===== src/rtl/spi_eeprom_page_write_sequencer_macros.svh =====
// Assertion helpers for the sequencer
`ifndef SPI_EEPROM_PAGE_WRITE_SEQUENCER_MACROS_SVH
`define SPI_EEPROM_PAGE_WRITE_SEQUENCER_MACROS_SVH

`ifndef SYNTH
`define SPIEE_ASSERT(lbl, clk, rst_n, prop) \
    lbl: assert property (@(posedge clk) disable iff (!rst_n) prop) \
        else $error("spiee check failed");
`define SPIEE_NEVER(lbl, clk, rst_n, expr) \
    `SPIEE_ASSERT(lbl, clk, rst_n, !(expr))
`else
`define SPIEE_ASSERT(lbl, clk, rst_n, prop)
`define SPIEE_NEVER(lbl, clk, rst_n, expr)
`endif

`endif


===== src/rtl/spiee_pkg.sv =====
`default_nettype none

package spiee_pkg;

    localparam int DEF_PAGE_BYTES   = 16;
    localparam int DEF_ADDRESS_BITS = 16;
    localparam int JQ_DEPTH         = 4;

    typedef enum logic [2:0] {
        MODE_WRITE  = 3'd0,
        MODE_READ   = 3'd1,
        MODE_STATUS = 3'd2,
        MODE_WREN   = 3'd3,
        MODE_WRDI   = 3'd4
    } t_mode;

    typedef enum logic [1:0] {
        ACT_SEL_LOW  = 2'd0,
        ACT_SHIFT    = 2'd1,
        ACT_SEL_HIGH = 2'd2,
        ACT_REFUSE   = 2'd3
    } t_action;

    localparam logic [7:0] OP_READ    = 8'h03;
    localparam logic [7:0] OP_WRITE   = 8'h02;
    localparam logic [7:0] OP_WRDI    = 8'h04;
    localparam logic [7:0] OP_WREN    = 8'h06;
    localparam logic [7:0] OP_RDSR    = 8'h05;
    localparam logic [7:0] DUMMY_BYTE = 8'h00;
    localparam int         WIP_BIT    = 0;

    typedef struct packed {
        logic [2:0]  mode;
        logic [15:0] start_address;
        logic [7:0]  write_byte;
        logic        first_byte;
        logic        last_byte;
        logic [7:0]  status_reply;
    } t_req;

    typedef struct packed {
        t_action     action;
        logic [7:0]  tx_byte;
        logic        capture_reply;
        logic        status_expected;
        logic        end_of_run;
    } t_res;

    // one bit per output slot, emitted lowest first
    typedef enum logic [3:0] {
        SL_REFUSE = 4'd0,
        SL_CLOSE  = 4'd1,
        SL_SEL    = 4'd2,
        SL_CMD    = 4'd3,
        SL_AHI    = 4'd4,
        SL_ALO    = 4'd5,
        SL_DATA   = 4'd6,
        SL_END    = 4'd7,
        SL_PSEL   = 4'd8,
        SL_PCMD   = 4'd9,
        SL_PDUM   = 4'd10,
        SL_PEND   = 4'd11
    } t_slot;

    localparam int N_SLOTS = 12;

    typedef logic [N_SLOTS-1:0] t_slot_mask;

    typedef struct packed {
        t_slot_mask  mask;
        logic [7:0]  cmd;
        logic [15:0] addr;
        logic [7:0]  data;
        logic        cap;
    } t_job;

endpackage

`default_nettype wire


===== src/rtl/spiee_front.sv =====
`default_nettype none

module spiee_front import spiee_pkg::*; #(
    parameter int PAGE_BYTES   = DEF_PAGE_BYTES,
    parameter int ADDRESS_BITS = DEF_ADDRESS_BITS
) (
    input  wire logic i_clk,
    input  wire logic i_rst_n,
    input  wire logic i_push,
    input  wire t_req i_req,
    input  wire logic i_jq_full,
    output logic      o_full,
    output logic      o_job_push,
    output t_job      o_job
);

    localparam int CA_W   = (ADDRESS_BITS >= 16) ? 16 : ADDRESS_BITS;
    localparam int OFF_W  = $clog2(PAGE_BYTES);
    localparam int REM_W  = OFF_W + 1;
    localparam int RSH    = 24;
    localparam int PROD_W = CA_W + RSH;
    localparam int QP_W   = CA_W + 9;
    localparam int RECIP  = (1 << RSH) / PAGE_BYTES;

    typedef enum logic [2:0] {
        PH_IDLE,
        PH_WRITE,
        PH_READ,
        PH_WAIT_START,
        PH_WAIT_PAGE
    } t_phase;

    typedef enum logic [1:0] {
        MOD_IDLE,
        MOD_MUL,
        MOD_FIX
    } t_mod;

    t_phase            r_phase, n_phase;
    t_mod              r_mod, n_mod;
    logic [CA_W-1:0]   r_addr, n_addr;
    logic [OFF_W-1:0]  r_off, n_off;
    logic [7:0]        r_held_byte, n_held_byte;
    logic              r_held_last, n_held_last;
    logic [PROD_W-1:0] r_prod;

    logic              accept;
    logic              waiting;
    logic              close_run;
    logic [CA_W-1:0]   inc_addr;
    logic [OFF_W-1:0]  inc_off;
    logic [CA_W-1:0]   q_est;
    logic [QP_W-1:0]   qp;
    logic [QP_W-1:0]   rem_wide;
    logic [REM_W-1:0]  rem;
    logic [REM_W-1:0]  rem_fix;
    logic              do_send;
    logic [7:0]        send_byte;
    logic              send_last;

    assign o_full     = i_jq_full || (r_mod != MOD_IDLE);
    assign accept     = i_push && !o_full;
    assign o_job_push = accept;

    assign waiting   = (r_phase == PH_WAIT_START) || (r_phase == PH_WAIT_PAGE);
    assign close_run = (r_phase == PH_WRITE) || (r_phase == PH_READ);

    assign inc_addr = r_addr + 1'b1;
    assign inc_off  = (inc_addr == '0 || r_off == OFF_W'(PAGE_BYTES - 1)) ? '0
                                                                          : r_off + 1'b1;

    // page offset of a new start address: reciprocal multiply, then one fix-up
    assign q_est    = r_prod[PROD_W-1:RSH];
    assign qp       = QP_W'(q_est) * QP_W'(PAGE_BYTES);
    assign rem_wide = QP_W'(r_addr) - qp;
    assign rem      = rem_wide[REM_W-1:0];
    assign rem_fix  = (rem >= REM_W'(PAGE_BYTES)) ? rem - REM_W'(PAGE_BYTES) : rem;

    always_comb begin
        n_phase     = r_phase;
        n_mod       = r_mod;
        n_addr      = r_addr;
        n_off       = r_off;
        n_held_byte = r_held_byte;
        n_held_last = r_held_last;
        o_job       = '0;
        o_job.addr  = 16'(r_addr);
        do_send     = 1'b0;
        send_byte   = r_held_byte;
        send_last   = r_held_last;

        unique case (r_mod)
            MOD_MUL: begin
                n_mod = MOD_FIX;
            end
            MOD_FIX: begin
                n_mod = MOD_IDLE;
                n_off = rem_fix[OFF_W-1:0];
            end
            default: begin
                n_mod = r_mod;
            end
        endcase

        if (accept) begin
            if (i_req.mode > MODE_WRDI || ((i_req.mode == MODE_STATUS) != waiting)) begin
                o_job.mask[SL_REFUSE] = 1'b1;
            end else begin
                unique case (i_req.mode)
                    MODE_WRITE: begin
                        if (r_phase == PH_WRITE && !i_req.first_byte) begin
                            do_send   = 1'b1;
                            send_byte = i_req.write_byte;
                            send_last = i_req.last_byte;
                        end else begin
                            o_job.mask[SL_CLOSE] = close_run;
                            o_job.mask[SL_PSEL]  = 1'b1;
                            o_job.mask[SL_PCMD]  = 1'b1;
                            o_job.mask[SL_PDUM]  = 1'b1;
                            o_job.mask[SL_PEND]  = 1'b1;
                            n_addr      = i_req.start_address[CA_W-1:0];
                            n_held_byte = i_req.write_byte;
                            n_held_last = i_req.last_byte;
                            n_phase     = PH_WAIT_START;
                            n_mod       = MOD_MUL;
                        end
                    end
                    MODE_READ: begin
                        if (r_phase == PH_READ && !i_req.first_byte) begin
                            n_addr = inc_addr;
                        end else begin
                            o_job.mask[SL_CLOSE] = close_run;
                            o_job.mask[SL_SEL]   = 1'b1;
                            o_job.mask[SL_CMD]   = 1'b1;
                            o_job.mask[SL_AHI]   = 1'b1;
                            o_job.mask[SL_ALO]   = 1'b1;
                            o_job.cmd            = OP_READ;
                            o_job.addr           = 16'(i_req.start_address[CA_W-1:0]);
                            n_addr               = i_req.start_address[CA_W-1:0];
                        end
                        o_job.mask[SL_DATA] = 1'b1;
                        o_job.data          = DUMMY_BYTE;
                        o_job.cap           = 1'b1;
                        o_job.mask[SL_END]  = i_req.last_byte;
                        n_phase             = i_req.last_byte ? PH_IDLE : PH_READ;
                    end
                    MODE_STATUS: begin
                        if (i_req.status_reply[WIP_BIT]) begin
                            o_job.mask[SL_PSEL] = 1'b1;
                            o_job.mask[SL_PCMD] = 1'b1;
                            o_job.mask[SL_PDUM] = 1'b1;
                            o_job.mask[SL_PEND] = 1'b1;
                        end else begin
                            o_job.mask[SL_SEL] = 1'b1;
                            o_job.mask[SL_CMD] = 1'b1;
                            o_job.mask[SL_AHI] = 1'b1;
                            o_job.mask[SL_ALO] = 1'b1;
                            o_job.cmd          = OP_WRITE;
                            if (r_phase == PH_WAIT_START) begin
                                do_send = 1'b1;
                            end else begin
                                n_phase = PH_WRITE;
                            end
                        end
                    end
                    MODE_WREN, MODE_WRDI: begin
                        o_job.mask[SL_CLOSE] = close_run;
                        o_job.mask[SL_SEL]   = 1'b1;
                        o_job.mask[SL_CMD]   = 1'b1;
                        o_job.mask[SL_END]   = 1'b1;
                        o_job.cmd            = (i_req.mode == MODE_WREN) ? OP_WREN : OP_WRDI;
                        n_phase              = PH_IDLE;
                    end
                    default: begin
                        o_job.mask[SL_REFUSE] = 1'b1;
                    end
                endcase
            end

            if (do_send) begin
                o_job.mask[SL_DATA] = 1'b1;
                o_job.data          = send_byte;
                n_addr              = inc_addr;
                n_off               = inc_off;
                if (send_last) begin
                    o_job.mask[SL_END] = 1'b1;
                    n_phase            = PH_IDLE;
                end else if (inc_off == '0) begin
                    o_job.mask[SL_END]  = 1'b1;
                    o_job.mask[SL_PSEL] = 1'b1;
                    o_job.mask[SL_PCMD] = 1'b1;
                    o_job.mask[SL_PDUM] = 1'b1;
                    o_job.mask[SL_PEND] = 1'b1;
                    n_phase             = PH_WAIT_PAGE;
                end else begin
                    n_phase = PH_WRITE;
                end
            end
        end
    end

    always_ff @(posedge i_clk) begin
        if (!i_rst_n) begin
            r_phase     <= PH_IDLE;
            r_mod       <= MOD_IDLE;
            r_addr      <= '0;
            r_off       <= '0;
            r_held_byte <= '0;
            r_held_last <= 1'b0;
        end else begin
            r_phase     <= n_phase;
            r_mod       <= n_mod;
            r_addr      <= n_addr;
            r_off       <= n_off;
            r_held_byte <= n_held_byte;
            r_held_last <= n_held_last;
        end
        if (r_mod == MOD_MUL) begin
            r_prod <= PROD_W'(r_addr) * PROD_W'(RECIP);
        end
    end

endmodule

`default_nettype wire


===== src/rtl/spiee_queue.sv =====
`default_nettype none

module spiee_queue import spiee_pkg::*; (
    input  wire logic i_clk,
    input  wire logic i_rst_n,
    input  wire logic i_push,
    input  wire t_job i_job,
    output logic      o_full,
    input  wire logic i_pop,
    output t_job      o_job,
    output logic      o_empty
);

    localparam int PTR_W = $clog2(JQ_DEPTH);

    t_job             r_mem [JQ_DEPTH];
    logic [PTR_W-1:0] r_wr, n_wr;
    logic [PTR_W-1:0] r_rd, n_rd;
    logic [PTR_W:0]   r_cnt, n_cnt;
    logic             do_push;
    logic             do_pop;

    assign o_full  = (r_cnt == (PTR_W + 1)'(JQ_DEPTH));
    assign o_empty = (r_cnt == '0);
    assign o_job   = r_mem[r_rd];
    assign do_push = i_push && !o_full;
    assign do_pop  = i_pop && !o_empty;

    always_comb begin
        n_wr  = r_wr;
        n_rd  = r_rd;
        n_cnt = r_cnt;
        if (do_push) begin
            n_wr = (r_wr == PTR_W'(JQ_DEPTH - 1)) ? '0 : r_wr + 1'b1;
        end
        if (do_pop) begin
            n_rd = (r_rd == PTR_W'(JQ_DEPTH - 1)) ? '0 : r_rd + 1'b1;
        end
        if (do_push && !do_pop) begin
            n_cnt = r_cnt + 1'b1;
        end else if (do_pop && !do_push) begin
            n_cnt = r_cnt - 1'b1;
        end
    end

    always_ff @(posedge i_clk) begin
        if (!i_rst_n) begin
            r_wr  <= '0;
            r_rd  <= '0;
            r_cnt <= '0;
        end else begin
            r_wr  <= n_wr;
            r_rd  <= n_rd;
            r_cnt <= n_cnt;
        end
        if (do_push) begin
            r_mem[r_wr] <= i_job;
        end
    end

endmodule

`default_nettype wire


===== src/rtl/spiee_back.sv =====
`default_nettype none

module spiee_back import spiee_pkg::*; (
    input  wire logic i_clk,
    input  wire logic i_rst_n,
    input  wire logic i_job_valid,
    input  wire t_job i_job,
    output logic      o_job_pop,
    output logic      o_empty,
    input  wire logic i_pop,
    output t_res      o_res
);

    logic       r_busy;
    t_job       r_job;
    logic       r_out_valid;
    t_res       r_out;

    t_slot      idx;
    t_slot_mask rest;
    t_res       res;
    logic       adv;

    assign adv       = !r_out_valid || i_pop;
    assign o_empty   = !r_out_valid;
    assign o_res     = r_out;
    assign o_job_pop = !r_busy && i_job_valid;
    assign rest      = r_job.mask & (r_job.mask - 1'b1);

    always_comb begin
        idx = SL_REFUSE;
        for (int i = N_SLOTS - 1; i >= 0; i--) begin
            if (r_job.mask[i]) begin
                idx = t_slot'(4'(i));
            end
        end
    end

    always_comb begin
        res            = '0;
        res.end_of_run = (rest == '0);
        unique case (idx)
            SL_REFUSE: res.action = ACT_REFUSE;
            SL_CLOSE, SL_END, SL_PEND: res.action = ACT_SEL_HIGH;
            SL_SEL, SL_PSEL: res.action = ACT_SEL_LOW;
            SL_CMD: begin
                res.action  = ACT_SHIFT;
                res.tx_byte = r_job.cmd;
            end
            SL_AHI: begin
                res.action  = ACT_SHIFT;
                res.tx_byte = r_job.addr[15:8];
            end
            SL_ALO: begin
                res.action  = ACT_SHIFT;
                res.tx_byte = r_job.addr[7:0];
            end
            SL_DATA: begin
                res.action        = ACT_SHIFT;
                res.tx_byte       = r_job.data;
                res.capture_reply = r_job.cap;
            end
            SL_PCMD: begin
                res.action  = ACT_SHIFT;
                res.tx_byte = OP_RDSR;
            end
            SL_PDUM: begin
                res.action          = ACT_SHIFT;
                res.tx_byte         = DUMMY_BYTE;
                res.status_expected = 1'b1;
            end
            default: res.action = ACT_REFUSE;
        endcase
    end

    always_ff @(posedge i_clk) begin
        if (!i_rst_n) begin
            r_busy      <= 1'b0;
            r_out_valid <= 1'b0;
        end else begin
            if (r_busy && adv) begin
                r_out_valid <= 1'b1;
                r_job.mask  <= rest;
                if (rest == '0) begin
                    r_busy <= 1'b0;
                end
            end else if (adv) begin
                r_out_valid <= 1'b0;
            end
            if (o_job_pop) begin
                r_busy <= 1'b1;
                r_job  <= i_job;
            end
        end
        if (r_busy && adv) begin
            r_out <= res;
        end
    end

endmodule

`default_nettype wire


===== src/rtl/spi_eeprom_page_write_sequencer.sv =====
// Channel   Direction  Handshake            Payload
// request   in         push / full          i_req (t_req)
// action    out        pop / empty          o_res (t_res)
//
// Each request becomes one job of 1 to 10 SPI actions; the back end loads the job
// into a register, then issues one action per cycle unless the output stalls.
// The front takes one request per cycle unless the job queue is full or the page
// offset multiply of a new write run is running; a 4-entry job queue sits between.
// Reset (synchronous, active low) returns the sequencer to idle with no run open.
// A stalled output holds the action register; the front keeps taking requests
// until the job queue fills.
`default_nettype none
`include "spi_eeprom_page_write_sequencer_macros.svh"

module spi_eeprom_page_write_sequencer import spiee_pkg::*; #(
    parameter int PAGE_BYTES   = DEF_PAGE_BYTES,
    parameter int ADDRESS_BITS = DEF_ADDRESS_BITS
) (
    input  wire logic i_clk,
    input  wire logic i_rst_n,
    input  wire logic push,
    output logic      full,
    input  wire t_req i_req,
    output logic      empty,
    input  wire logic pop,
    output t_res      o_res
);

    logic job_push;
    t_job job_in;
    logic jq_full;
    logic jq_empty;
    logic job_pop;
    t_job job_out;

    spiee_front #(
        .PAGE_BYTES   (PAGE_BYTES),
        .ADDRESS_BITS (ADDRESS_BITS)
    ) u_front (
        .i_clk      (i_clk),
        .i_rst_n    (i_rst_n),
        .i_push     (push),
        .i_req      (i_req),
        .i_jq_full  (jq_full),
        .o_full     (full),
        .o_job_push (job_push),
        .o_job      (job_in)
    );

    spiee_queue u_queue (
        .i_clk   (i_clk),
        .i_rst_n (i_rst_n),
        .i_push  (job_push),
        .i_job   (job_in),
        .o_full  (jq_full),
        .i_pop   (job_pop),
        .o_job   (job_out),
        .o_empty (jq_empty)
    );

    spiee_back u_back (
        .i_clk       (i_clk),
        .i_rst_n     (i_rst_n),
        .i_job_valid (!jq_empty),
        .i_job       (job_out),
        .o_job_pop   (job_pop),
        .o_empty     (empty),
        .i_pop       (pop),
        .o_res       (o_res)
    );

    `SPIEE_NEVER(a_jq_no_overflow, i_clk, i_rst_n, job_push && jq_full)
    `SPIEE_ASSERT(a_refuse_alone, i_clk, i_rst_n, (!empty && o_res.action == ACT_REFUSE) |-> o_res.end_of_run)
    `SPIEE_ASSERT(a_status_on_dummy, i_clk, i_rst_n, (!empty && o_res.status_expected) |-> (o_res.action == ACT_SHIFT && o_res.tx_byte == DUMMY_BYTE))
    `SPIEE_NEVER(a_capture_only_shift, i_clk, i_rst_n, !empty && o_res.capture_reply && o_res.action != ACT_SHIFT)

endmodule

`default_nettype wire


===== config.mk =====
export PLATFORM = sky130hd
export DESIGN_NAME = spi_eeprom_page_write_sequencer
export DESIGN_NICKNAME = d
export VERILOG_FILES = /design/src/rtl/spiee_pkg.sv /design/src/rtl/spiee_front.sv /design/src/rtl/spiee_queue.sv /design/src/rtl/spiee_back.sv /design/src/rtl/spi_eeprom_page_write_sequencer.sv
export VERILOG_INCLUDE_DIRS = /design/src /design/src/rtl
export SDC_FILE = /design/constraint.sdc
export NUM_CORES = 1
export LEC_CHECK = 0
export ABC_AREA = 1
export BUFFER_PORTS_ARGS = -buffer_cell sky130_fd_sc_hd__clkbuf_2
export CORE_MARGIN = 3
export CORE_UTILIZATION = 45
export DETAILED_ROUTE_END_ITERATION = 6
export PLACE_DENSITY_LB_ADDON = 0.08
export SLEW_MARGIN = 5
export SYNTH_ARGS = -nofsm -noshare
export SYNTH_HDL_FRONTEND = slang
export SYNTH_SLANG_ARGS = --single-unit

===== constraint.sdc =====
create_clock -name i_clk -period 7.65 [get_ports i_clk]
set_input_delay 0 -clock i_clk [delete_from_list [all_inputs] [get_ports i_clk]]
set_output_delay 0 -clock i_clk [all_outputs]
set_load 0.1 [all_outputs]

==> results.ini <==
[layout]
fin_cells=1400
nets=1145
drive_above_1_share_pct=12.2
area_growth_pct=16.0
final_cell_mix=edfxtp_1, nor2_1, nand2_1, o21ai_0, inv_1
fillers=2034
antenna_cells=0
layout_commonest_cell=edfxtp_1

[grt]
grt_overflow=0
track_usage_pct=18.9
grt_pass1_vias=6889
grt_pass1_wl_um=37100
antenna_found_initial=0
grt_max_degree=72

[sta]
finalHoldViolCount=0
rsz0062_at_grt=false
final.setup.tns_ns=0
worst_slack_ns=4.06
slew_headroom_pct=30.0
max_slew.worst_pin.slew_ns=1.05
setup_viol=0
min_period_ns=3.59
fin_hold_ws_ns=0.0526
maxSlewViolCount=0
fin_crit_sh_pct=46.9
skew_ns=0.00867
max_freq_ghz=0.279

[synth]
ys_seq_elements=238
synth_area_um2=10400
yosysSeqAreaShare_pct=64.2
synth_edf_count=193
synthFlopType=edfxtp_1
syn_avg_cell_area_um2=10.2
synthesis.nets=1069
synthCells=1019
ys_warn_count=0
synthArstFlopShare_pct=0
synth.distinct_cells=48

[clock_network]
cts_buffers=26
cts_max_level=1
cts_tree=built
clock_tree.buffer_depth=3
numClockSinks=238
clk_latency_ns=0.51
clkTransAtPathRegs_ns=0.06
cts_root_buf=clkbuf_16

[routing]
drt_iter0_markers=551
dr_total_vias=7421
wire_per_inst_um=16.7
drtPass1Iterations=5
drt_wl_total_um=23400
vias_per_cell=5.30
drtAntennaViolNets=0
drc_errors=0

[run_status]
outcome=finished clean

[worst_hold_path]
whs_path_depth=3
hold_class=in2reg
min_from=i_rst_n
whs_endpoint=u_front.r_held_last$_SDFFE_PN0P_

[setup_path]
cp-end-kind=flip-flop
cp_data_arrival_time_ns=3.72
reg2reg_depth=7
critPathKind=reg2reg
cp_max_fo=36
reg2reg_from=u_queue.r_cnt[0]$_SDFFE_PN0P_
r2r_slack_ns=4.06
r2r-end=u_queue.r_mem[3][19]$_DFFE_PP_
required_ns=7.78
cp-start-kind=flip-flop

[job]
drv_cap=0

[placement]
dpl.hpwl_um=14900
portBuffers=48
place_inst=1324
post-place-ws_ns=4.03
gp_congestion=0.847

[power]
power_leakage_nw=4.49
ir_worst_vdd_mv=0.196
power_w=0.00412
power_density_nw_per_um2=340

[die]
die-width_um=158
io_pins=56
die_y_um=158
core_area_um2=22700
initial_core_util_pct=45.9
die_area_um2=25000
rows=55

-- worst max-delay path, cell delays in order (launching register included) --
cell     delay (ns)
dfxtp_1        0.39
inv_1          0.09
nand3_1        0.15
nand4_2        0.54
nor3_1         0.71
nand2_1        0.13
inv_1          0.70
o21ai_0        0.48
-- layer usage --
| metal | up-vias | track usage (%) | wire, µm |
|---|---|---|---|
| met1 | 3495 | 28.8 | 11600 |
| met4 | 0 | 4.38 | 397 |
| met5 | - | 0 | 0 |
| li1 | 3735 | - | - |
| met3 | 30 | 2.53 | 1070 |
| met2 | 161 | 28.8 | 10400 |
-- worst max path at each step --
| stage | startpoint | endpoint | slack, ns | cells after the start |
|---|---|---|---|---|
| 6_report | u_queue.r_cnt[0]$_SDFFE_PN0P_ | u_queue.r_mem[3][19]$_DFFE_PP_ | 4.06 | 7 |
| 3_5_place_dp | u_queue.r_cnt[0]$_SDFFE_PN0P_ | u_queue.r_mem[1][19]$_DFFE_PP_ | 4.03 | 7 |
| 4_1_cts | u_queue.r_cnt[0]$_SDFFE_PN0P_ | u_queue.r_mem[1][19]$_DFFE_PP_ | 4.01 | 7 |
| 5_1_grt | u_queue.r_cnt[0]$_SDFFE_PN0P_ | u_queue.r_mem[3][18]$_DFFE_PP_ | 3.66 | 7 |
| 2_1_floorplan | u_queue.r_cnt[0]$_SDFFE_PN0P_ | u_queue.r_mem[0][0]$_DFFE_PP_ | 4.73 | 5 |
| 3_3_place_gp | u_queue.r_cnt[0]$_SDFFE_PN0P_ | u_queue.r_mem[0][19]$_DFFE_PP_ | 4.12 | 7 |
-- timing repair --
item,in CTS,in global routing
endpoints found under the hold margin,108,0
gates resized for setup,0,0
hold buffers,28,0
buffers inserted,0,0
-- power by group --
group | total, W | switching, W | internal, W | leakage (nW)
Combinational | 0.00114 | 0.000847 | 0.000291 | 1.81
Sequential | 0.00176 | 0.0000755 | 0.00169 | 2.26
Clock | 0.00121 | 0.000477 | 0.000737 | 0.417
Total | 0.00412 | 0.00140 | 0.00272 | 4.49
-- through the flow --
step / util [%] / instance area, µm²
global placement: 48.3 / 11000
global route: 53.3 / 12100
CTS: 53.3 / 12100
floorplan: - / 10400
detailed placement: 48.3 / 11000
finish: 53.3 / 12100
-- cell type report --
class	count	area, µm²	share of cell area [%]
repair buffers	88	611	5.04
inverters	79	297	2.45
multi-input cells	662	3290	27.1
clock inverters	9	77.6	0.641
well taps	285	357	2.95
clock buffers	39	781	6.45
flip-flops and latches	238	6700	55.3
-- sequential cells by signal, indices dropped and copies added (netlist names), named ones only --
signal,flops
u_queue.r_mem,140
u_back.r_job,40
u_front.r_addr,16
u_back.o_res,13
u_front.r_held_byte,8
u_front.r_off,4
u_front.r_phase,3
u_queue.r_cnt,3
u_front.r_mod,2
u_queue.r_rd,2
u_queue.r_wr,2
u_back.r_busy,1
u_back.r_out_valid,1
u_front.r_held_last,1
-- cells by family (layout without fill, tap and decap cells) --
group	count (synthesis)	after routing	share of synthesized area, %
mux	1	1	0.0960
simple gates	399	399	16.2
compound gates	249	249	13.4
fa+ha+maj	9	9	1.15
xor+xnor	4	4	0.336
flops	238	238	64.2
buf+inv	119	215	4.62
-- cells in the mapped netlist (2+ instances only) --
cell type  number  share of area, %
nor2_2          5              0.30
nor2_1        176               6.3
inv_1          73               2.6
nor3_2          3              0.29
xor2_1          3              0.25
a211oi_1       24               1.7
ha_1            8              0.96
buf_2           7              0.34
nand3_1        36               1.7
buf_4           2              0.14
or2_1           2              0.12
o21ai_2         2              0.17
inv_2           3              0.11
nand2_2         5              0.30
o21ai_0       140               6.7
nand2_1       145               5.2
clkinv_1        3              0.11
nand4_1        13              0.78
o21a_1          2              0.14
edfxtp_1      193                56
a21oi_1        31               1.5
a221oi_1        3              0.25
o22ai_1        35               2.1
clkbuf_1       29               1.0
o21ai_1         4              0.19
dfxtp_1        45               8.6
nor2_4          2              0.22
nor3_1          5              0.24
Power figures use the tool's default switching activity.
